### src/rtl/assert_macros.svh
// ---------------------------------------------------------------------------
// assert_macros.svh
// Concurrent assertion helpers; they expand to nothing for synthesis.
// ---------------------------------------------------------------------------
`ifndef ASSERT_MACROS_SVH
`define ASSERT_MACROS_SVH

`ifndef SYNTHESIS

// ante holds -> cons holds in the same cycle
`define ASSERT_IMPLY(lbl, clk, rst, ante, cons) \
   lbl: assert property (@(posedge clk) disable iff (rst) (ante) |-> (cons)) \
      else $error("assertion failed: same-cycle implication");

// ante holds -> cons holds in the next cycle
`define ASSERT_NEXT(lbl, clk, rst, ante, cons) \
   lbl: assert property (@(posedge clk) disable iff (rst) (ante) |=> (cons)) \
      else $error("assertion failed: next-cycle implication");

`else

`define ASSERT_IMPLY(lbl, clk, rst, ante, cons)
`define ASSERT_NEXT(lbl, clk, rst, ante, cons)

`endif

`endif

### src/rtl/tsp_pkg.sv
// ---------------------------------------------------------------------------
// tsp_pkg
// Shared types and constants of the transport stream header parser.
// ---------------------------------------------------------------------------
package tsp_pkg;

   localparam int PID_W      = 13;
   localparam int CFG_PID_W  = 14;
   localparam int POS_W      = 9;   // payload offset, up to 5 + 255
   localparam int PCR_W      = 42;
   localparam int PCR_BASE_W = 33;
   localparam int PCR_EXT_W  = 9;
   localparam int PCR_SHIFT_W = 48;
   localparam int CSR_ADDR_W = 4;
   localparam int CSR_DATA_W = 32;

   localparam logic [PID_W-1:0]     PAT_PID   = 13'h0000;
   localparam logic [PID_W-1:0]     SDT_PID   = 13'h0011;
   localparam logic [CFG_PID_W-1:0] PID_UNSET = 14'h3fff;

   localparam int PCR_FLAG_BIT  = 4;
   localparam int DISC_FLAG_BIT = 7;
   localparam logic [7:0]       PCR_MIN_ALEN = 8'd7;
   localparam logic [PCR_W-1:0] PCR_SCALE    = 42'd300;

   // byte offsets inside the packet
   localparam int ADAPT_LEN_BYTE   = 4;
   localparam int ADAPT_FLAGS_BYTE = 5;
   localparam int PCR_FIRST_BYTE   = 6;
   localparam int PCR_LAST_BYTE    = 11;
   localparam logic [POS_W-1:0] PAYLOAD_POS_PLAIN = 9'd4;
   localparam logic [POS_W-1:0] PAYLOAD_POS_ADAPT = 9'd5;

   typedef enum logic [1:0] {
      KIND_NONE    = 2'd0,
      KIND_SECTION = 2'd1,
      KIND_PES     = 2'd2
   } kind_type;

   typedef enum logic [1:0] {
      REG_PMT_PID   = 2'd0,
      REG_VIDEO_PID = 2'd1,
      REG_AUDIO_PID = 2'd2
   } csr_index_type;

   // captured packet, handed from front to back
   typedef struct packed {
      logic [PID_W-1:0]      pid;
      logic                  start;
      logic [1:0]            afc;
      logic [3:0]            cc;
      logic [7:0]            alen;
      logic [7:0]            aflags;
      logic [PCR_BASE_W-1:0] pcr_base;
      logic [PCR_EXT_W-1:0]  pcr_ext;
      logic [7:0]            pointer;
   } pkt_rec_type;

   typedef struct packed {
      logic [CFG_PID_W-1:0] pmt;
      logic [CFG_PID_W-1:0] video;
      logic [CFG_PID_W-1:0] audio;
   } pid_cfg_type;

   typedef struct packed {
      logic full;
      logic empty;
   } q_status_type;

endpackage

### src/rtl/tsp_stream_if.sv
// ---------------------------------------------------------------------------
// tsp_req_if / tsp_rsp_if
// Byte input channel and summary output channel, valid/ready handshake.
// ---------------------------------------------------------------------------
interface tsp_req_if;
   logic       valid;
   logic       ready;
   logic [7:0] data_byte;
   logic       first_byte;

   modport source (output valid, output data_byte, output first_byte, input ready);
   modport sink   (input valid, input data_byte, input first_byte, output ready);
endinterface

interface tsp_rsp_if;
   logic        valid;
   logic        ready;
   logic [12:0] packet_pid;
   logic        unit_start;
   logic        adaptation_present;
   logic        payload_present;
   logic        discontinuity;
   logic [3:0]  continuity_count;
   logic [7:0]  adaptation_length;
   logic [41:0] clock_reference;
   logic        clock_valid;
   logic [1:0]  packet_kind;

   modport source (
      output valid, output packet_pid, output unit_start,
      output adaptation_present, output payload_present, output discontinuity,
      output continuity_count, output adaptation_length, output clock_reference,
      output clock_valid, output packet_kind, input ready
   );
   modport sink (
      input valid, input packet_pid, input unit_start,
      input adaptation_present, input payload_present, input discontinuity,
      input continuity_count, input adaptation_length, input clock_reference,
      input clock_valid, input packet_kind, output ready
   );
endinterface

### src/rtl/ts_packet_header_parser_unit.sv
// ---------------------------------------------------------------------------
// ts_packet_header_parser_unit
// Transport stream packet header parser: bytes in, one summary per packet.
// ---------------------------------------------------------------------------
//
//   channel   dir   beat                         handshake
//   req_chan  in    one packet byte + sync mark  valid/ready
//   rsp_chan  out   one packet summary           valid/ready
//   csr_*     in    PID register write/read      APB, pready tied high
//
// One byte is taken per cycle while req_chan.ready is high, back to back;
// the byte counter is the only per-byte loop. After the packet's last byte
// a summary passes through the record queue, then the classify/PCR-scale stage.
// req_chan.ready drops only while two summaries wait in the queue behind a
// stalled rsp_chan. Reset is synchronous and needs no clearing pass; PID
// registers come out of reset as -1 (unset).
//
`include "assert_macros.svh"

module ts_packet_header_parser_unit import tsp_pkg::*; #(
   parameter int PACKET_BYTES = 188
) (
   input  logic                  clock,
   input  logic                  reset,
   tsp_req_if.sink               req_chan,
   tsp_rsp_if.source             rsp_chan,
   input  logic                  csr_psel,
   input  logic                  csr_penable,
   input  logic                  csr_pwrite,
   input  logic [CSR_ADDR_W-1:0] csr_paddr,
   input  logic [CSR_DATA_W-1:0] csr_pwdata,
   output logic [CSR_DATA_W-1:0] csr_prdata,
   output logic                  csr_pready
);

   pid_cfg_type  cfg;
   q_status_type q_status;
   logic         push;
   logic         pop;
   pkt_rec_type  push_rec;
   pkt_rec_type  pop_rec;

   // PID registers, read live by the back end (the user must write them only while idle; not enforced)
   tsp_csr u_csr (
      .clock   (clock),
      .reset   (reset),
      .psel    (csr_psel),
      .penable (csr_penable),
      .pwrite  (csr_pwrite),
      .paddr   (csr_paddr),
      .pwdata  (csr_pwdata),
      .prdata  (csr_prdata),
      .pready  (csr_pready),
      .cfg     (cfg)
   );

   // byte counter, header/adaptation/PCR/pointer capture
   tsp_front #(.PACKET_BYTES(PACKET_BYTES)) u_front (
      .clock    (clock),
      .reset    (reset),
      .req_chan (req_chan),
      .q_status (q_status),
      .push     (push),
      .push_rec (push_rec)
   );

   // decouples capture from a stalled result side
   tsp_queue u_queue (
      .clock    (clock),
      .reset    (reset),
      .push     (push),
      .push_rec (push_rec),
      .pop      (pop),
      .pop_rec  (pop_rec),
      .q_status (q_status)
   );

   // classification, PCR base*300+ext, output register
   tsp_back #(.PACKET_BYTES(PACKET_BYTES)) u_back (
      .clock    (clock),
      .reset    (reset),
      .cfg      (cfg),
      .q_status (q_status),
      .rec      (pop_rec),
      .pop      (pop),
      .rsp_chan (rsp_chan)
   );

   // a record is only pushed on an accepted beat, and lands in the queue
   `ASSERT_IMPLY(a_push_on_beat, clock, reset, push, req_chan.valid && req_chan.ready)
   `ASSERT_NEXT(a_push_lands, clock, reset, push, !q_status.empty)
   // PCR only with a long enough adaptation field
   `ASSERT_IMPLY(a_pcr_needs_adapt, clock, reset, rsp_chan.valid && rsp_chan.clock_valid,
                 rsp_chan.adaptation_present && rsp_chan.adaptation_length >= PCR_MIN_ALEN)
   // any classification needs a payload
   `ASSERT_IMPLY(a_kind_needs_payload, clock, reset,
                 rsp_chan.valid && rsp_chan.packet_kind != KIND_NONE, rsp_chan.payload_present)

endmodule

### src/rtl/tsp_csr.sv
// ---------------------------------------------------------------------------
// tsp_csr
// APB register file holding the program map, video and audio PIDs.
// ---------------------------------------------------------------------------
module tsp_csr import tsp_pkg::*; (
   input  logic                  clock,
   input  logic                  reset,
   input  logic                  psel,
   input  logic                  penable,
   input  logic                  pwrite,
   input  logic [CSR_ADDR_W-1:0] paddr,
   input  logic [CSR_DATA_W-1:0] pwdata,
   output logic [CSR_DATA_W-1:0] prdata,
   output logic                  pready,
   output pid_cfg_type           cfg
);

   logic [CFG_PID_W-1:0] pmt_ff, pmt_in;
   logic [CFG_PID_W-1:0] video_ff, video_in;
   logic [CFG_PID_W-1:0] audio_ff, audio_in;
   logic                 wr_en;
   csr_index_type        idx;

   assign wr_en  = psel && penable && pwrite;
   assign idx    = csr_index_type'(paddr[3:2]);
   assign pready = 1'b1;

   always_comb begin
      pmt_in   = pmt_ff;
      video_in = video_ff;
      audio_in = audio_ff;
      if (wr_en) begin
         unique case (idx)
            REG_PMT_PID:   pmt_in   = pwdata[CFG_PID_W-1:0];
            REG_VIDEO_PID: video_in = pwdata[CFG_PID_W-1:0];
            REG_AUDIO_PID: audio_in = pwdata[CFG_PID_W-1:0];
            default: ;
         endcase
      end
   end

   always_ff @(posedge clock) begin
      if (reset) begin
         pmt_ff   <= PID_UNSET;
         video_ff <= PID_UNSET;
         audio_ff <= PID_UNSET;
      end else begin
         pmt_ff   <= pmt_in;
         video_ff <= video_in;
         audio_ff <= audio_in;
      end
   end

   // reads return the sign-extended register
   always_comb begin
      unique case (idx)
         REG_PMT_PID:   prdata = CSR_DATA_W'(signed'(pmt_ff));
         REG_VIDEO_PID: prdata = CSR_DATA_W'(signed'(video_ff));
         REG_AUDIO_PID: prdata = CSR_DATA_W'(signed'(audio_ff));
         default:       prdata = '0;
      endcase
   end

   assign cfg.pmt   = pmt_ff;
   assign cfg.video = video_ff;
   assign cfg.audio = audio_ff;

endmodule

### src/rtl/tsp_front.sv
// ---------------------------------------------------------------------------
// tsp_front
// Byte counter and header capture; pushes one record per complete packet.
// ---------------------------------------------------------------------------
module tsp_front import tsp_pkg::*; #(
   parameter int PACKET_BYTES = 188
) (
   input  logic         clock,
   input  logic         reset,
   tsp_req_if.sink      req_chan,
   input  q_status_type q_status,
   output logic         push,
   output pkt_rec_type  push_rec
);

   localparam int IDX_W = $clog2(PACKET_BYTES);
   localparam logic [IDX_W-1:0] LAST_IDX = IDX_W'(PACKET_BYTES - 1);

   logic [IDX_W-1:0]       byte_index_ff, byte_index_in;
   logic                   in_packet_ff, in_packet_in;
   logic [7:0]             hdr1_ff, hdr1_in;
   logic [7:0]             hdr2_ff, hdr2_in;
   logic [7:0]             hdr3_ff, hdr3_in;
   logic [7:0]             alen_ff, alen_in;
   logic [7:0]             aflags_ff, aflags_in;
   logic [PCR_SHIFT_W-1:0] pcr_ff, pcr_in;
   logic [7:0]             ptr_ff, ptr_in;

   logic             accept;
   logic             active;
   logic             last;
   logic [IDX_W-1:0] idx;
   logic [POS_W-1:0] pos;

   assign req_chan.ready = !q_status.full;
   assign accept = req_chan.valid && req_chan.ready;
   assign active = accept && (req_chan.first_byte || in_packet_ff);
   assign idx    = req_chan.first_byte ? '0 : byte_index_ff;
   assign last   = (idx == LAST_IDX);

   always_comb begin
      hdr1_in   = hdr1_ff;
      hdr2_in   = hdr2_ff;
      hdr3_in   = hdr3_ff;
      alen_in   = alen_ff;
      aflags_in = aflags_ff;
      pcr_in    = pcr_ff;
      ptr_in    = ptr_ff;
      if (active) begin
         if (idx == IDX_W'(1)) hdr1_in = req_chan.data_byte;
         if (idx == IDX_W'(2)) hdr2_in = req_chan.data_byte;
         if (idx == IDX_W'(3)) hdr3_in = req_chan.data_byte;
         if (idx == IDX_W'(ADAPT_LEN_BYTE))   alen_in   = req_chan.data_byte;
         if (idx == IDX_W'(ADAPT_FLAGS_BYTE)) aflags_in = req_chan.data_byte;
         if (idx >= IDX_W'(PCR_FIRST_BYTE) && idx <= IDX_W'(PCR_LAST_BYTE))
            pcr_in = {pcr_ff[PCR_SHIFT_W-9:0], req_chan.data_byte};
      end
      // payload offset uses the length byte even when it arrives this beat
      pos = hdr3_in[5] ? (PAYLOAD_POS_ADAPT + POS_W'(alen_in)) : PAYLOAD_POS_PLAIN;
      if (active && POS_W'(idx) == pos)
         ptr_in = req_chan.data_byte;
   end

   always_comb begin
      byte_index_in = byte_index_ff;
      in_packet_in  = in_packet_ff;
      if (active) begin
         if (last) begin
            byte_index_in = '0;
            in_packet_in  = 1'b0;
         end else begin
            byte_index_in = idx + IDX_W'(1);
            in_packet_in  = 1'b1;
         end
      end
   end

   always_ff @(posedge clock) begin
      if (reset) begin
         byte_index_ff <= '0;
         in_packet_ff  <= 1'b0;
         hdr1_ff       <= '0;
         hdr2_ff       <= '0;
         hdr3_ff       <= '0;
         alen_ff       <= '0;
         aflags_ff     <= '0;
         pcr_ff        <= '0;
         ptr_ff        <= '0;
      end else begin
         byte_index_ff <= byte_index_in;
         in_packet_ff  <= in_packet_in;
         hdr1_ff       <= hdr1_in;
         hdr2_ff       <= hdr2_in;
         hdr3_ff       <= hdr3_in;
         alen_ff       <= alen_in;
         aflags_ff     <= aflags_in;
         pcr_ff        <= pcr_in;
         ptr_ff        <= ptr_in;
      end
   end

   assign push = active && last;

   assign push_rec.pid      = {hdr1_in[4:0], hdr2_in};
   assign push_rec.start    = hdr1_in[6];
   assign push_rec.afc      = hdr3_in[5:4];
   assign push_rec.cc       = hdr3_in[3:0];
   assign push_rec.alen     = alen_in;
   assign push_rec.aflags   = aflags_in;
   assign push_rec.pcr_base = pcr_in[PCR_SHIFT_W-1:PCR_SHIFT_W-PCR_BASE_W];
   assign push_rec.pcr_ext  = pcr_in[PCR_EXT_W-1:0];
   assign push_rec.pointer  = ptr_in;

endmodule

### src/rtl/tsp_queue.sv
// ---------------------------------------------------------------------------
// tsp_queue
// Two-entry record queue between capture and classification.
// ---------------------------------------------------------------------------
module tsp_queue import tsp_pkg::*; (
   input  logic         clock,
   input  logic         reset,
   input  logic         push,
   input  pkt_rec_type  push_rec,
   input  logic         pop,
   output pkt_rec_type  pop_rec,
   output q_status_type q_status
);

   pkt_rec_type mem_ff [2];
   logic        wr_ptr_ff, wr_ptr_in;
   logic        rd_ptr_ff, rd_ptr_in;
   logic [1:0]  count_ff, count_in;

   always_comb begin
      wr_ptr_in = push ? !wr_ptr_ff : wr_ptr_ff;
      rd_ptr_in = pop  ? !rd_ptr_ff : rd_ptr_ff;
      count_in  = count_ff + 2'(push) - 2'(pop);
   end

   always_ff @(posedge clock) begin
      if (reset) begin
         wr_ptr_ff <= 1'b0;
         rd_ptr_ff <= 1'b0;
         count_ff  <= '0;
      end else begin
         wr_ptr_ff <= wr_ptr_in;
         rd_ptr_ff <= rd_ptr_in;
         count_ff  <= count_in;
      end
   end

   always_ff @(posedge clock) begin
      if (push)
         mem_ff[wr_ptr_ff] <= push_rec;
   end

   assign pop_rec        = mem_ff[rd_ptr_ff];
   assign q_status.full  = (count_ff == 2'd2);
   assign q_status.empty = (count_ff == 2'd0);

endmodule

### src/rtl/tsp_back.sv
// ---------------------------------------------------------------------------
// tsp_back
// Classifies a captured packet, scales the PCR and holds the summary beat.
// ---------------------------------------------------------------------------
module tsp_back import tsp_pkg::*; #(
   parameter int PACKET_BYTES = 188
) (
   input  logic         clock,
   input  logic         reset,
   input  pid_cfg_type  cfg,
   input  q_status_type q_status,
   input  pkt_rec_type  rec,
   output logic         pop,
   tsp_rsp_if.source    rsp_chan
);

   localparam logic [POS_W-1:0] PKT_BYTES = POS_W'(PACKET_BYTES);
   localparam logic [POS_W-1:0] PKT_LAST  = POS_W'(PACKET_BYTES - 1);

   logic             valid_ff, valid_in;
   logic [PID_W-1:0] pid_ff;
   logic             start_ff, has_ad_ff, has_pl_ff, disc_ff, cvalid_ff;
   logic [3:0]       cc_ff;
   logic [7:0]       alen_ff;
   logic [PCR_W-1:0] pcr_ff;
   kind_type         kind_ff;

   logic             load;
   logic             afc_ok;
   logic             has_ad, has_pl, disc, cvalid;
   logic [3:0]       cc;
   logic [7:0]       alen;
   logic [PCR_W-1:0] pcr_base_w;
   logic [PCR_W-1:0] pcr_prod;
   logic [PCR_W-1:0] pcr;
   logic [POS_W-1:0] pos;
   logic [POS_W-1:0] bound;
   logic             psi, pes;
   kind_type         kind;

   assign load = !q_status.empty && (!valid_ff || rsp_chan.ready);
   assign pop  = load;

   always_comb begin
      afc_ok   = (rec.afc != 2'b00);
      has_ad   = afc_ok && rec.afc[1];
      has_pl   = afc_ok && rec.afc[0];
      cc       = afc_ok ? rec.cc : 4'd0;
      alen     = has_ad ? rec.alen : 8'd0;
      disc     = has_ad && (rec.alen != 8'd0) && rec.aflags[DISC_FLAG_BIT];
      cvalid   = has_ad && (rec.alen >= PCR_MIN_ALEN) && rec.aflags[PCR_FLAG_BIT];
      // base * 300 as 256 + 32 + 8 + 4
      pcr_base_w = PCR_W'(rec.pcr_base);
      pcr_prod   = (pcr_base_w << 8) + (pcr_base_w << 5) + (pcr_base_w << 3) +
                   (pcr_base_w << 2);
      pcr      = cvalid ? (pcr_prod + PCR_W'(rec.pcr_ext)) : '0;

      pos   = rec.afc[1] ? (PAYLOAD_POS_ADAPT + POS_W'(rec.alen)) : PAYLOAD_POS_PLAIN;
      bound = PKT_LAST - pos;
      psi   = (rec.pid == PAT_PID) || (rec.pid == SDT_PID) ||
              (!cfg.pmt[CFG_PID_W-1] && cfg.pmt[PID_W-1:0] == rec.pid);
      pes   = (!cfg.video[CFG_PID_W-1] && cfg.video[PID_W-1:0] == rec.pid) ||
              (!cfg.audio[CFG_PID_W-1] && cfg.audio[PID_W-1:0] == rec.pid);

      kind = KIND_NONE;
      if (has_pl && pos < PKT_BYTES) begin
         if (psi) begin
            if (POS_W'(rec.pointer) <= bound)
               kind = KIND_SECTION;
         end else if (pes) begin
            kind = KIND_PES;
         end
      end
   end

   always_comb begin
      valid_in = valid_ff;
      if (load)
         valid_in = 1'b1;
      else if (rsp_chan.ready)
         valid_in = 1'b0;
   end

   always_ff @(posedge clock) begin
      if (reset)
         valid_ff <= 1'b0;
      else
         valid_ff <= valid_in;
   end

   always_ff @(posedge clock) begin
      if (load) begin
         pid_ff    <= rec.pid;
         start_ff  <= rec.start;
         has_ad_ff <= has_ad;
         has_pl_ff <= has_pl;
         disc_ff   <= disc;
         cc_ff     <= cc;
         alen_ff   <= alen;
         pcr_ff    <= pcr;
         cvalid_ff <= cvalid;
         kind_ff   <= kind;
      end
   end

   assign rsp_chan.valid              = valid_ff;
   assign rsp_chan.packet_pid         = pid_ff;
   assign rsp_chan.unit_start         = start_ff;
   assign rsp_chan.adaptation_present = has_ad_ff;
   assign rsp_chan.payload_present    = has_pl_ff;
   assign rsp_chan.discontinuity      = disc_ff;
   assign rsp_chan.continuity_count   = cc_ff;
   assign rsp_chan.adaptation_length  = alen_ff;
   assign rsp_chan.clock_reference    = pcr_ff;
   assign rsp_chan.clock_valid        = cvalid_ff;
   assign rsp_chan.packet_kind        = kind_ff;

endmodule
### src/flat_wrapper.sv
// flat-port wrapper written by rule: the top's interface ports become plain ports
module ts_packet_header_parser_unit_flat import tsp_pkg::*;
#(
   parameter int PACKET_BYTES = 188
)
  (clock, reset, csr_psel, csr_penable, csr_pwrite, csr_paddr, csr_pwdata, csr_prdata, csr_pready, req_chan_valid, req_chan_data_byte, req_chan_first_byte, req_chan_ready, rsp_chan_valid, rsp_chan_packet_pid, rsp_chan_unit_start, rsp_chan_adaptation_present, rsp_chan_payload_present, rsp_chan_discontinuity, rsp_chan_continuity_count, rsp_chan_adaptation_length, rsp_chan_clock_reference, rsp_chan_clock_valid, rsp_chan_packet_kind, rsp_chan_ready);
  tsp_req_if req_chan_i ();
  tsp_rsp_if rsp_chan_i ();
  input  logic clock;
  input  logic reset;
  input  logic csr_psel;
  input  logic csr_penable;
  input  logic csr_pwrite;
  input  logic [CSR_ADDR_W-1:0] csr_paddr;
  input  logic [CSR_DATA_W-1:0] csr_pwdata;
  output logic [CSR_DATA_W-1:0] csr_prdata;
  output logic csr_pready;
  input wire logic [$bits(req_chan_i.valid)-1:0] req_chan_valid;
  input wire logic [$bits(req_chan_i.data_byte)-1:0] req_chan_data_byte;
  input wire logic [$bits(req_chan_i.first_byte)-1:0] req_chan_first_byte;
  output wire logic [$bits(req_chan_i.ready)-1:0] req_chan_ready;
  output wire logic [$bits(rsp_chan_i.valid)-1:0] rsp_chan_valid;
  output wire logic [$bits(rsp_chan_i.packet_pid)-1:0] rsp_chan_packet_pid;
  output wire logic [$bits(rsp_chan_i.unit_start)-1:0] rsp_chan_unit_start;
  output wire logic [$bits(rsp_chan_i.adaptation_present)-1:0] rsp_chan_adaptation_present;
  output wire logic [$bits(rsp_chan_i.payload_present)-1:0] rsp_chan_payload_present;
  output wire logic [$bits(rsp_chan_i.discontinuity)-1:0] rsp_chan_discontinuity;
  output wire logic [$bits(rsp_chan_i.continuity_count)-1:0] rsp_chan_continuity_count;
  output wire logic [$bits(rsp_chan_i.adaptation_length)-1:0] rsp_chan_adaptation_length;
  output wire logic [$bits(rsp_chan_i.clock_reference)-1:0] rsp_chan_clock_reference;
  output wire logic [$bits(rsp_chan_i.clock_valid)-1:0] rsp_chan_clock_valid;
  output wire logic [$bits(rsp_chan_i.packet_kind)-1:0] rsp_chan_packet_kind;
  input wire logic [$bits(rsp_chan_i.ready)-1:0] rsp_chan_ready;
  assign req_chan_i.valid = req_chan_valid;
  assign req_chan_i.data_byte = req_chan_data_byte;
  assign req_chan_i.first_byte = req_chan_first_byte;
  assign req_chan_ready = req_chan_i.ready;
  assign rsp_chan_valid = rsp_chan_i.valid;
  assign rsp_chan_packet_pid = rsp_chan_i.packet_pid;
  assign rsp_chan_unit_start = rsp_chan_i.unit_start;
  assign rsp_chan_adaptation_present = rsp_chan_i.adaptation_present;
  assign rsp_chan_payload_present = rsp_chan_i.payload_present;
  assign rsp_chan_discontinuity = rsp_chan_i.discontinuity;
  assign rsp_chan_continuity_count = rsp_chan_i.continuity_count;
  assign rsp_chan_adaptation_length = rsp_chan_i.adaptation_length;
  assign rsp_chan_clock_reference = rsp_chan_i.clock_reference;
  assign rsp_chan_clock_valid = rsp_chan_i.clock_valid;
  assign rsp_chan_packet_kind = rsp_chan_i.packet_kind;
  assign rsp_chan_i.ready = rsp_chan_ready;
  ts_packet_header_parser_unit #(.PACKET_BYTES(PACKET_BYTES)) u_core (.clock(clock), .reset(reset), .req_chan(req_chan_i), .rsp_chan(rsp_chan_i), .csr_psel(csr_psel), .csr_penable(csr_penable), .csr_pwrite(csr_pwrite), .csr_paddr(csr_paddr), .csr_pwdata(csr_pwdata), .csr_prdata(csr_prdata), .csr_pready(csr_pready));
endmodule
### config.mk
export PLATFORM = sky130hd
export DESIGN_NAME = ts_packet_header_parser_unit_flat
export DESIGN_NICKNAME = d
export VERILOG_FILES = /design/src/rtl/tsp_pkg.sv /design/src/rtl/tsp_stream_if.sv /design/src/rtl/ts_packet_header_parser_unit.sv /design/src/rtl/tsp_csr.sv /design/src/rtl/tsp_front.sv /design/src/rtl/tsp_queue.sv /design/src/rtl/tsp_back.sv /design/src/flat_wrapper.sv
export VERILOG_INCLUDE_DIRS = /design/src /design/src/rtl
export SDC_FILE = /design/constraint.sdc
export NUM_CORES = 1
export LEC_CHECK = 0
export BUFFER_PORTS_ARGS = -buffer_cell sky130_fd_sc_hd__buf_2
export CAP_MARGIN = 15
export CORE_MARGIN = 1.5
export CORE_UTILIZATION = 35
export DETAILED_ROUTE_END_ITERATION = 6
export PLACE_DENSITY = 0.65
export SYNTH_ARGS = -nofsm -noshare
export SYNTH_HDL_FRONTEND = slang
export SYNTH_SLANG_ARGS = --single-unit
### constraint.sdc
create_clock -name clock -period 6.1 [get_ports clock]
set_input_delay 0.305 -clock clock [delete_from_list [all_inputs] [get_ports clock]]
set_output_delay 0.305 -clock clock [all_outputs]
set_load 0.05 [all_outputs]
# Word-level counts from Yosys, hierarchy flattened
# Memories as Yosys holds them, arrays and structs flattened. A register that Yosys moved wholly into a read port is not among the register bits.
# Cells that the tools add are included.
[word_totals]
rom_bits = 0
ram_bits = 172
output_inout_bits = 109
in_bits = 52
latchBits = 0
memories = 1
reg_bits = 223
elab_cells = 128
[memory_table]
columns = ["name", "depth", "width", "rd", "rd_clocked_by_memory_dff", "wr", "line", "source"]
rows = [
  ["u_core.u_queue.mem_ff", 2, 86, 1, 1, 1, "tsp_queue.sv:15", "pkt_rec_type mem_ff [2];"],
]
[op_classes]
add_sub_neg = 10
n_eq_ne = 14
n_lt_le_gt_ge = 5
muxes = 28
n_shift = 0
n_bitwise = 0
div_mod_pow = 0
reduce_logical = 42
multipliers = 0
[ops]
columns = ["operator", "count"]
rows = [
  ["48-bit two-way mux", 2],
  ["32-bit one-hot mux with 3 select lines", 1],
  ["8-bit two-way mux", 9],
  ["41-bit by 38-bit adder with 42-bit output", 1],
  ["42-bit by 35-bit adder with 42-bit output", 1],
  ["42-bit by 36-bit adder with 42-bit output", 1],
  ["42-bit by 9-bit adder with 42-bit output", 1],
  ["13-bit == test", 3],
  ["3-bit by 8-bit adder with 9-bit output (first input constant)", 2],
  ["1-bit logical AND", 18],
  ["9-bit two-way mux", 2],
  ["8-bit by 2-bit == test with 1-bit output (second input constant)", 2],
  ["8-bit by 3-bit == test with 1-bit output (second input constant)", 2],
  ["8-bit by 3-bit >= comparator with 1-bit output (second input constant)", 2],
  ["7-bit two-way mux", 2],
  ["13-bit by 5-bit == test with 1-bit output (second input constant)", 1],
  ["13-bit zero test", 1],
  ["6-bit two-way mux", 2],
  ["2-bit AND reduction", 5],
  ["8-bit by 9-bit == test with 1-bit output", 1],
  ["8-bit by 9-bit <= comparator with 1-bit output", 1],
  ["9-bit by 8-bit less-than comparator with 1-bit output (second input constant)", 1],
  ["8-bit by 9-bit subtractor with 9-bit output (first input constant)", 1],
  ["8-bit by 1-bit adder with 8-bit output (second input constant)", 1],
  ["14 further kinds", 36],
]

# Depth between registers and ports, before layout
# Gate-level depths: netlist (run 1).
[depth]
ltp_word = 10
mapped_depth = 22
depth_no_buf = 17

# Modules after synthesis
# From an unflattened synthesis (run 1), not the netlist that was laid out.
[unflattened]
cells_unflattened = 1770
area_unflattened_um2 = 21386.8
[modules_own_cells]
columns = ["mod", "n_inst", "seq_area_each_um2", "cells_each", "area_per_inst_um2"]
rows = [
  ["tsp_back", 1, 2242.2, 744, 7732.4],
  ["tsp_queue", 1, 5265.0, 289, 6626.4],
  ["tsp_front", 1, 2021.9, 515, 5002.3],
  ["tsp_csr", 1, 840.8, 222, 2025.7],
]

# Least setup slack after synthesis (run 1)
# No wires, ideal clock.
[synth_timing]
path_kind = "register to register"
from = "register with a tool-made name"
to = "register u_core.u_back.pcr_ff[31], in the netlist u_core.u_back.rsp_chan.clock_reference[31], data pin"
path_stages_with_launch = 21
required_ns = 5.834
setup_ns = 0.266
slack_ns = 0.175
path_buffers = 4
synth_period_minus_slack_ns = 5.925
arrival_ns = 5.659
path_cell_list = "dfxtp_1 buf_2 buf_2 clkbuf_1 buf_1 mux2i_1 inv_1 fa_1 fa_1 ha_1 ha_1 fa_1 a211o_1 a211o_1 o2111ai_1 nand2_1 a31o_2 a221o_1 a21oi_1 xor2_1 nor2_1"
[synth_lines]
columns = ["element", "line", "source"]
rows = [
  ["end signal: assignment", "tsp_back.sv:100", "pcr_ff <= pcr;"],
  ["end: declaration", "tsp_back.sv:25", "logic [PCR_W-1:0] pcr_ff;"],
]

==> results of run 1 <==
## cells in the mapped netlist (all sizes together) (9+ instances only)
cell type / count / area [sq um]
buf: 35 / 230
a21o: 9 / 67.6
nand2b: 24 / 150
mux2: 99 / 1110
mux2i: 95 / 955
nor3: 15 / 80.1
nand4: 13 / 96.3
xor2: 34 / 298
a211o: 32 / 280
clkbuf: 43 / 161
fa: 65 / 1300
ha: 98 / 1230
nor2b: 104 / 651
nor2: 101 / 379
nor4: 9 / 56.3
a21oi: 54 / 270
nand3b: 19 / 143
nand3: 15 / 87.6
xnor2: 55 / 482
inv: 102 / 383
nand2: 87 / 329
dfxtp: 143 / 2860
and2: 9 / 56.3
o21ai: 51 / 255
edfxtp: 234 / 7030
## through the flow
step                      hold slack [ps]  power (mW)  instance area, sq um  setup WS [ps]
after floorplan                       423        2.89                 19600            175
after global placement                455        2.93                 21200            716
after detailed placement              469        2.93                 21200            700
after CTS                            29.5        5.41                 22600            686
after global routing                 60.9        5.52                 22700            322
final                                69.1        5.35                 22700            644
## repair_timing
action / CTS / global route
hold buffers: 14 / 0
endpoints found under the setup margin: 0 / 0
hold endpoints to repair: 41 / 0
## cell families (layout without fill, tap and decap cells)
kind of cell	after synthesis	in the layout	synth area share
AOI/OAI and AO/OA	212	212	0.0722
buffers and inverters	180	361	0.0394
and+or+nand+nor	416	416	0.111
xor gates and xnor gates	89	89	0.0397
adders and majority gates	163	163	0.129
DFF	377	377	0.503
other	1	1	0.000191
muxes	194	194	0.105
## layer usage
layer	track usage	vias to the layer above
li1	-	6062
met1	0.182	6060
met2	0.251	297
met3	0.0264	80
met4	0.0475	0
met5	0	-
## critical path: stages (launching register included)
cell and delay, ps:
dfxtp_4 590, buf_4 250, buf_4 180, mux2_2 420, fa_1 580, fa_1 430
ha_1 300, ha_1 390, and3_1 250, and4_1 250, a221oi_1 320, o21ai_0 190
o21ai_1 260, o21ai_1 200, a311oi_1 350, xor2_1 180, nor2_1 50
## how the worst min path moves through the flow
stage                                                   start                                   endpoint  slack, ps
after global routing                           rsp_chan_ready  u_core.u_back.rsp_chan.valid$_SDFFE_PP0P_         60
after floorplan                                 csr_pwdata[0]      u_core.u_csr.audio_ff[0]$_SDFFE_PP1P_        420
after global placement    u_core.u_front.ptr_ff[6]$_SDFF_PP0_        u_core.u_front.ptr_ff[6]$_SDFF_PP0_        460
after CTS                                      rsp_chan_ready  u_core.u_back.rsp_chan.valid$_SDFFE_PP0P_         30
final                                          rsp_chan_ready  u_core.u_back.rsp_chan.valid$_SDFFE_PP0P_         70
after detailed placement  u_core.u_front.ptr_ff[3]$_SDFF_PP0_        u_core.u_front.ptr_ff[3]$_SDFF_PP0_        470
## registers in the layout (all words and copies together) (netlist names), 13 cells and up, named ones only
signal,count
u_core.u_queue.mem_ff,160
u_core.u_front.pcr_ff,48
u_core.u_back.rsp_chan.clock_reference,42
u_core.u_csr.audio_ff,14
u_core.u_csr.pmt_ff,14
u_core.u_csr.video_ff,14
u_core.u_back.rsp_chan.packet_pid,13
## cells in the final DEF (no fill, tap or decap), drive strengths merged, types with 5 or more instances in the layout
cell type    instances
a311oi               7
nand4               13
mux2i               95
nand2b              24
nor2b              104
o21a                 7
clkbuf              56
a211oi               5
nor3                15
nor4                 9
clkinv              11
and2                 9
xor2                34
mux2                99
and3                 6
nand3               15
nand3b              19
fa                  65
buf                170
nor2               101
a21o                 9
a31oi                6
edfxtp             234
a21oi               54
ha                  98
dlygate4sd3         14
dfxtp              143
inv                104
xnor2               55
o21ai               51
a211o               32
nand2               87
nor3b                5
## power by group through the flow
| stage | combinational [mW] | sequential, mW | clock, mW |
|---|---|---|---|
| after floorplan | 0.144 | 2.74 | 0 |
| after global placement | 0.185 | 2.75 | 0 |
| after detailed placement | 0.187 | 2.75 | 0 |
| after CTS | 0.194 | 2.69 | 2.52 |
| after global routing | 0.207 | 2.69 | 2.63 |
| final | 0.195 | 2.69 | 2.46 |
## area by class of cell
| type | count | area, sq um | share of cell area |
|---|---|---|---|
| timing repair buffer | 184 | 1100 | 0.0485 |
| sequential | 377 | 9890 | 0.437 |
| inverter | 102 | 383 | 0.0169 |
| tap | 748 | 936 | 0.0413 |
| clock buffer | 56 | 1140 | 0.0505 |
| multi-input combinational | 1075 | 9010 | 0.398 |
| clock inverter | 19 | 186 | 0.00823 |
==> reports/results.ini, run 1 <==
[yosys]
synth-seq-cells = 377
syn_inst = 1632
syn_area_per_cell_sq_um = 12.0
syn-cell-area_sq_um = 19600
yosysWarnings = 0
netlist-cell-type-count = 73
synth-edff-count = 234
ys_seq_area_frac = 0.503
synth_fp_nets = 1847
synth_ff_type = edfxtp_1
postSynth.asyncResetShare = 0

[route]
met3_length_mm = 1.78
vias = 12500
avgRoutedWirePerCell_microns = 16.3
ant_nets = 0
totalWireLength_mm = 41.7
drt-met1-wl_mm = 18.5
routed_via_density = 4.88
met2_length_mm = 20.3
first_pass_iters = 5
drt-initial-drc-count = 628
drc = 0
highest_layer = met4

[place]
dp_hpwl_mm = 28.8
place_inst = 2470
gp_congestion = 0.839
port_buffers = 139

[grt]
globalRouteTotalUtil = 0.145
antenna_found_initial = 1
grt_max_degree = 110
overflow = 0
grt_pass1_vias = 12600
grt_pass1_wl_mm = 66.0

[final_layout]
area_delta_synth_final_pct = 15.3
finish.utilization = 0.410
n_fill_cell = 5204
stdcell_count = 2561
antenna_cells = 0
drive_above_1_share = 0.191
layout.nets = 1996

[clock_tree]
cts_buffers = 41
cts_buffer_depth = 3
clock-root-buffer = clkbuf_16
clock-sinks = 377
clkLatencyLatePin_ps = 560
post_cts_buffers = 0
tritoncts = done
cts_htree_levels = 2
post_cts_resized = 0
clkTransAtPathRegs_ps = 60

[pwr]
p_sw_mw = 1.16
power_density_nw_per_um2 = 236
comb_power_share = 0.036
ir_drop_uv = 157
p_int_mw = 4.19
power.leakage_nw = 8.43
swShare = 0.217
power_frac_clock = 0.460
p_seq_frac = 0.503

[timing]
min_period_over_period = 0.894
finalMaxSlewViolations = 0
worst_pin_slew_ps = 1130
fmax_mhz = 183
post-route-min-period_ps = 5460
finClkSkew_ps = 19.9
hold_violations = 0
rsz0062_at_grt = no
setup_viol = 0
slew_headroom = 0.245
fin_setup_tns_ps = 0

[setup_path]
crit_fanout = 22
critPathCaptureType = flop
critPathLaunchType = flop
cp.arrival_ps = 5750
required_ps = 6400
critPathKind = flop to flop
critical_path.endpoint = u_core.u_back.rsp_chan.clock_reference[40]$_SDFFCE_PN0P_
r2r_end = u_core.u_back.rsp_chan.clock_reference[40]$_SDFFCE_PN0P_
reg2reg_depth = 16
rrSetupSlack_ps = 640

[worst_hold_path]
hold_path_depth = 3
min_path_type = input port to flop

[floorplanning]
rows = 86
dieArea_sq_um = 57600
ios = 161
die_w_microns = 240
core_sq_um = 55300
start_util = 0.355
die_h_microns = 240

[run]
maxCapViolCount = 0

[outcome]
outcome = finished clean

(Power assumes the default switching activity.)
==> run 2, diff against run 1 <==
Settings changed: BUFFER_PORTS_ARGS -buffer_cell sky130_fd_sc_hd__buf_2 to -buffer_cell sky130_fd_sc_hd__buf_4.
==> run 2 against run 1 <==
  * Largest power group unchanged
  * Clock skew rose by 11 ps
  * Final cell count unchanged
  * Critical path depth is 1 higher
  * Flip-flop and latch count is the same
  * Hold slack got worse by 5.5 ps
  * Worst setup slack worse by 66 ps
  * Register-to-register slack worse by 70 ps
  * Non-clock buffer count decreased by 3
  * Sequential share of layout area is 0.65 points lower
==> reports/results.ini, run 2 (same netlist as run 1, synthesis figures left out) <==
[outcome]
outcome = finished clean

[timing]
min_period_over_period = 0.905
slew_headroom = 0.278
rsz0062_at_grt = no
post-route-min-period_ps = 5520
finalMaxSlewViolations = 0
worst_pin_slew_ps = 1080
fin_setup_tns_ps = 0
hold_violations = 0
finClkSkew_ps = 31.3
setup_viol = 0
fmax_mhz = 181

[grt]
grt_max_degree = 105
grt_pass1_vias = 12600
overflow = 0
antenna_found_initial = 0
grt_pass1_wl_mm = 66.2
globalRouteTotalUtil = 0.145

[final_layout]
multi_input_area_sq_um = 9010
antenna_cells = 0
largest-register = u_core.u_queue.mem_ff
area_delta_synth_final_pct = 17.1
final_cell_mix = 234 x edfxtp_1, 167 x buf_4, 142 x dfxtp_1, 104 x nor2b_1, 102 x inv_1
seqCellArea_sq_um = 9890
final_common_cell = edfxtp_1
layout.nets = 1994
largest_reg_flops = 160
drive_above_1_share = 0.190
finish.utilization = 0.416
n_fill_cell = 5144

[clock_tree]
clock-root-buffer = clkbuf_16
post_cts_resized = 0
cts_buffer_depth = 3
tritoncts = done
cts_buffers = 42
clkTransAtPathRegs_ps = 60
clock-sinks = 377
cts_htree_levels = 2
post_cts_buffers = 0
clkLatencyLatePin_ps = 570

[setup_path]
required_ps = 6400
critPathKind = flop to flop
critPathLaunchType = flop
critPathCaptureType = flop
cp.arrival_ps = 5820
crit_fanout = 20

[floorplanning]
dieArea_sq_um = 57600
core_sq_um = 55300
die_w_microns = 240
die_h_microns = 240
start_util = 0.355
ios = 161
rows = 86

[pwr]
power_density_nw_per_um2 = 235
power.leakage_nw = 8.57
p_total_mw = 5.41
ir_drop_uv = 155

[run]
maxCapViolCount = 0

[route]
ant_nets = 0
avgRoutedWirePerCell_microns = 16.4
drc = 0
totalWireLength_mm = 41.9
first_pass_iters = 5
vias = 12500
drt-initial-drc-count = 694
routed_via_density = 4.87

[worst_hold_path]
min_path_type = input port to flop

[place]
dp_hpwl_mm = 29.1
gp_congestion = 0.845
port_buffers = 139

==> run 2: final timing paths <==
path                                            start                                                       end  slack (ps)  cells past startpoint
setup / recovery                                 flop  u_core.u_back.rsp_chan.clock_reference[40]$_SDFFCE_PN0P_         580                     17
hold / removal                         rsp_chan_ready                 u_core.u_back.rsp_chan.valid$_SDFFE_PP0P_          60                      3
setup reg to reg                                 flop  u_core.u_back.rsp_chan.clock_reference[40]$_SDFFCE_PN0P_         580                     17
hold reg to reg   u_core.u_front.ptr_ff[5]$_SDFF_PP0_                       u_core.u_front.ptr_ff[5]$_SDFF_PP0_         480                      2
==> run 2: timing repair <==
action	4_1_cts	5_1_grt
hold buffers	14	0
endpoints found under the setup margin	0	0
endpoints found under the hold margin	42	0
==> run 2: critical path: stages (launching register included) <==
cell      delay [ps]
dfxtp_4          550
buf_4            240
buf_4            190
mux2i_1          320
inv_1            200
fa_1             560
fa_1             430
ha_1             310
ha_1             390
and3_1           260
and4_1           260
a221oi_1         320
o21ai_0          190
o21ai_1          240
o21ai_1          190
a311oi_1         350
xor2_1           180
nor2_1            50
==> run 2: power breakdown <==
| group | leakage [nW] | internal (mW) | switching [mW] |
|---|---|---|---|
| combinational | 4.71 | 0.0693 | 0.141 |
| clock | 0.658 | 1.47 | 1.04 |
| sequential | 3.20 | 2.68 | 0.00709 |
| total | 8.57 | 4.23 | 1.19 |
==> run 2: cell type report <==
type / instances / area share
flip-flops and latches: 377 / 0.430
clock buffers: 58 / 0.0505
well taps: 748 / 0.0407
clock inverters: 20 / 0.00941
repair buffers: 181 / 0.0606
multi-input cells: 1075 / 0.392
inverters: 102 / 0.0166
==> run 2: layer usage <==
metal  up-vias  GRT usage  part of all wire
li1       6055          -                 -
met1      6028      0.185              0.45
met2       321      0.251              0.49
met3        58     0.0278             0.048
met4         0     0.0415             0.020
met5         -          0                 0
==> run 2: metrics by stage <==
step                      setup WS (ps)  instances  area [sq um]  hold WS (ps)
after detailed placement            649       2468         21500           463
final                               579       2561         23000          63.6
after global placement              696       2468         21500           455
after floorplan                     175       1632         19600           423
after global routing                217       2561         23000          53.6
after CTS                           615       2560         23000          41.6
==> run 3, diff against run 2 <==
Settings changed: ABC_AREA from default to 1.
==> run 3 against run 2 <==
  * Clock-buffer cell count unchanged
  * Clock skew increased by 4.6 ps
  * Area after synthesis increased by 1.5%
  * Sequential share of layout area shrank 0.48 points
  * Critical path depth increased by 5
  * Synthesized cell count increased by 31%
  * Routed wire length up 12%
  * Register-to-register slack better by 220 ps
  * Non-clock buffer count down 7
  * Critical path type unchanged
==> reports/results.ini, run 3 <==
[outcome]
outcome = finished clean

[place]
dp_hpwl_mm = 33.4
place_area_sq_um = 21700
gp_congestion = 0.865
port_buffers = 139

[clock_tree]
clock-sinks = 377
cts_buffer_depth = 3
cts_buffers = 42
clock-root-buffer = clkbuf_16
tritoncts = done
cts_htree_levels = 2
post_cts_resized = 0
clkLatencyLatePin_ps = 570
clkTransAtPathRegs_ps = 60

[grt]
overflow = 0
grt_max_degree = 85
grt_pass1_vias = 14500
grt_use_met2 = 0.269
antenna_found_initial = 0
grt_use_met3 = 0.0279
grt_most_used_layer = met2
globalRouteTotalUtil = 0.161
grt_pass1_wl_mm = 76.0
grtUsageMet1 = 0.211

[pwr]
power_density_nw_per_um2 = 544
power.leakage_nw = 10.2
p_seq_frac = 0.254
p_int_mw = 6.81
swShare = 0.461
p_total_mw = 12.7
p_sw_mw = 5.84
power_frac_clock = 0.199
ir_drop_uv = 695
comb_power_share = 0.547

[floorplanning]
ios = 161
die_h_microns = 242
core_sq_um = 56400
rows = 87
dieArea_sq_um = 58400
start_util = 0.353
die_w_microns = 242

[timing]
setup_viol = 0
hold_violations = 0
finalMaxSlewViolations = 0
finClkSkew_ps = 35.8
fin_setup_tns_ps = 0
rsz0062_at_grt = no
min_period_over_period = 0.869
whs_ps = 92.3
fmax_mhz = 189
post-route-min-period_ps = 5300
slew_headroom = 0.288
worst_pin_slew_ps = 1060

[route]
drt-initial-drc-count = 1049
ant_nets = 0
vias = 14700
totalWireLength_mm = 47.1
drc = 0
routed_via_density = 4.81
first_pass_iters = 7
avgRoutedWirePerCell_microns = 15.4

[yosys]
synth_ff_type = edfxtp_1
postSynth.asyncResetShare = 0
syn_area_per_cell_sq_um = 9.32
synth-edff-count = 234
yosysWarnings = 0
synth_fp_nets = 2353
ys_top_cells_by_area = edfxtp_1 35%, dfxtp_1 14%, nand2_1 7.2%
synth_top_cell_by_area = edfxtp_1
synth.top_cell.area_share = 0.353
synth-seq-cells = 377
syn_inst = 2138
netlist-cell-type-count = 49
syn-cell-area_sq_um = 19900
synth_common_cells = 383 x nand2_1, 320 x inv_1, 234 x edfxtp_1, 200 x nor2_1, 155 x o21ai_0
synth.most_common_cell = nand2_1
ys_seq_area_frac = 0.496

[setup_path]
crit_top_cell = nand2_1
crit_fanout = 21
cp.arrival_ps = 5610
rrSetupSlack_ps = 800
crit_chain = inv_1 > or2_2 > o21ai_0 > fa_1 > inv_1 > fa_1 > fa_1 > ha_1 > a21oi_1 > o21ai_0 > a21oi_1 > inv_1 > nand2_1 > nand2_1 > nand2_1 > nand2_1 > a21boi_0 > o21ai_0 > nand2_1 > nand3_1 > nand2_1 > nor2_1
critPathCaptureType = flop
critPathMaxStageDelay_ps = 650
critPathKind = flop to flop
required_ps = 6400
critPathLaunchType = flop
cp_slowest_cell = fa_1

[final_layout]
largest_reg_flops = 160
drive_above_1_share = 0.152
final_common_cell = nand2_1
largest-register = u_core.u_queue.mem_ff
antenna_cells = 0
layout.nets = 2492
final_cell_mix = 383 x nand2_1, 320 x inv_1, 234 x edfxtp_1, 196 x nor2_1, 158 x buf_4
design_area_sq_um = 23300
area_delta_synth_final_pct = 16.7

[worst_hold_path]
min_path_type = input port to flop

[run]
maxCapViolCount = 0

run 3: cell count changes in the layout (fill, tap and decap cells not counted), sizes merged, moves of 24 or more:
cell	delta
mux2i	-88
o21ai	+109
xnor2	-51
mux2	-99
a21oi	+54
or2	+82
inv	+225
nor2b	-104
nor2	+109
nand2	+317
nand3	+53
o211ai	+29
a211o	-32
nand2b	-24
run 3: cells by family after synthesis:
kind of cell / count (synthesis) / share of synthesized area
flops: 377 / 0.496
buf+inv: 404 / 0.0806
simple gates: 802 / 0.180
compound gates: 359 / 0.102
xor+xnor: 25 / 0.0110
mux: 7 / 0.00352
other cells: 1 / 0.000188
fa+ha+maj: 163 / 0.127
run 3: final timing paths:
kind	from	end	cells after the start
max reg2reg	flop	u_core.u_back.rsp_chan.clock_reference[36]$_SDFFCE_PN0P_	22
min	req_chan_data_byte[1]	u_core.u_front.alen_ff[1]$_SDFF_PP0_	3
min reg2reg	u_core.u_queue.rd_ptr_ff$_SDFFE_PP0P_	u_core.u_queue.rd_ptr_ff$_SDFFE_PP0P_	1
max	flop	u_core.u_back.rsp_chan.clock_reference[36]$_SDFFCE_PN0P_	22
run 3: power groups by stage:
| stage | registers, mW | logic [mW] | clock network, mW |
|---|---|---|---|
| CTS | 3.22 | 6.95 | 2.58 |
| global placement | 3.26 | 6.82 | 0 |
| detailed placement | 3.27 | 6.90 | 0 |
| floorplan | 4.18 | 4.15 | 0 |
| global route | 3.24 | 7.76 | 2.68 |
| finish | 3.21 | 6.92 | 2.52 |
run 3: timing repair:
item                                    in CTS  in global routing
setup buffers                                0                  0
hold buffers                                15                  0
endpoints found under the setup margin       0                  0
endpoints found under the hold margin       49                  0
run 3: per-layer routing:
metal / vias up / wire, microns
met5: - / 0
met3: 78 / 2340
met4: 0 / 1160
met1: 7022 / 21200
met2: 321 / 22400
li1: 7316 / -
run 3: cell type report:
cell class                 instances  area (sq um)
fill                            5547         33100
sequential                       377          9890
multi-input combinational       1357          8460
timing repair buffer             174          1360
inverter                         325          1220
clock buffer                      58          1180
tap                              756           946
clock inverter                    19           193
run 3: per-stage QoR:
| step | utilization | instances | worst slack, ps |
|---|---|---|---|
| 2_1_floorplan | - | 2138 | 797 |
| 3_3_place_gp | 0.385 | 2974 | 855 |
| 3_5_place_dp | 0.385 | 2974 | 820 |
| 4_1_cts | 0.412 | 3066 | 805 |
| 5_1_grt | 0.412 | 3066 | 290 |
| 6_report | 0.412 | 3066 | 797 |
run 3: critical path: cells and delay by family, from the launching register on:
family | cells | cell delay (ps)
flip-flops | 1 | 330
AO/OA/AOI/OAI | 6 | 1390
AND/OR/NAND/NOR | 9 | 860
buffers and inverters | 3 | 640
adder cells (fa/ha/maj) | 4 | 1830
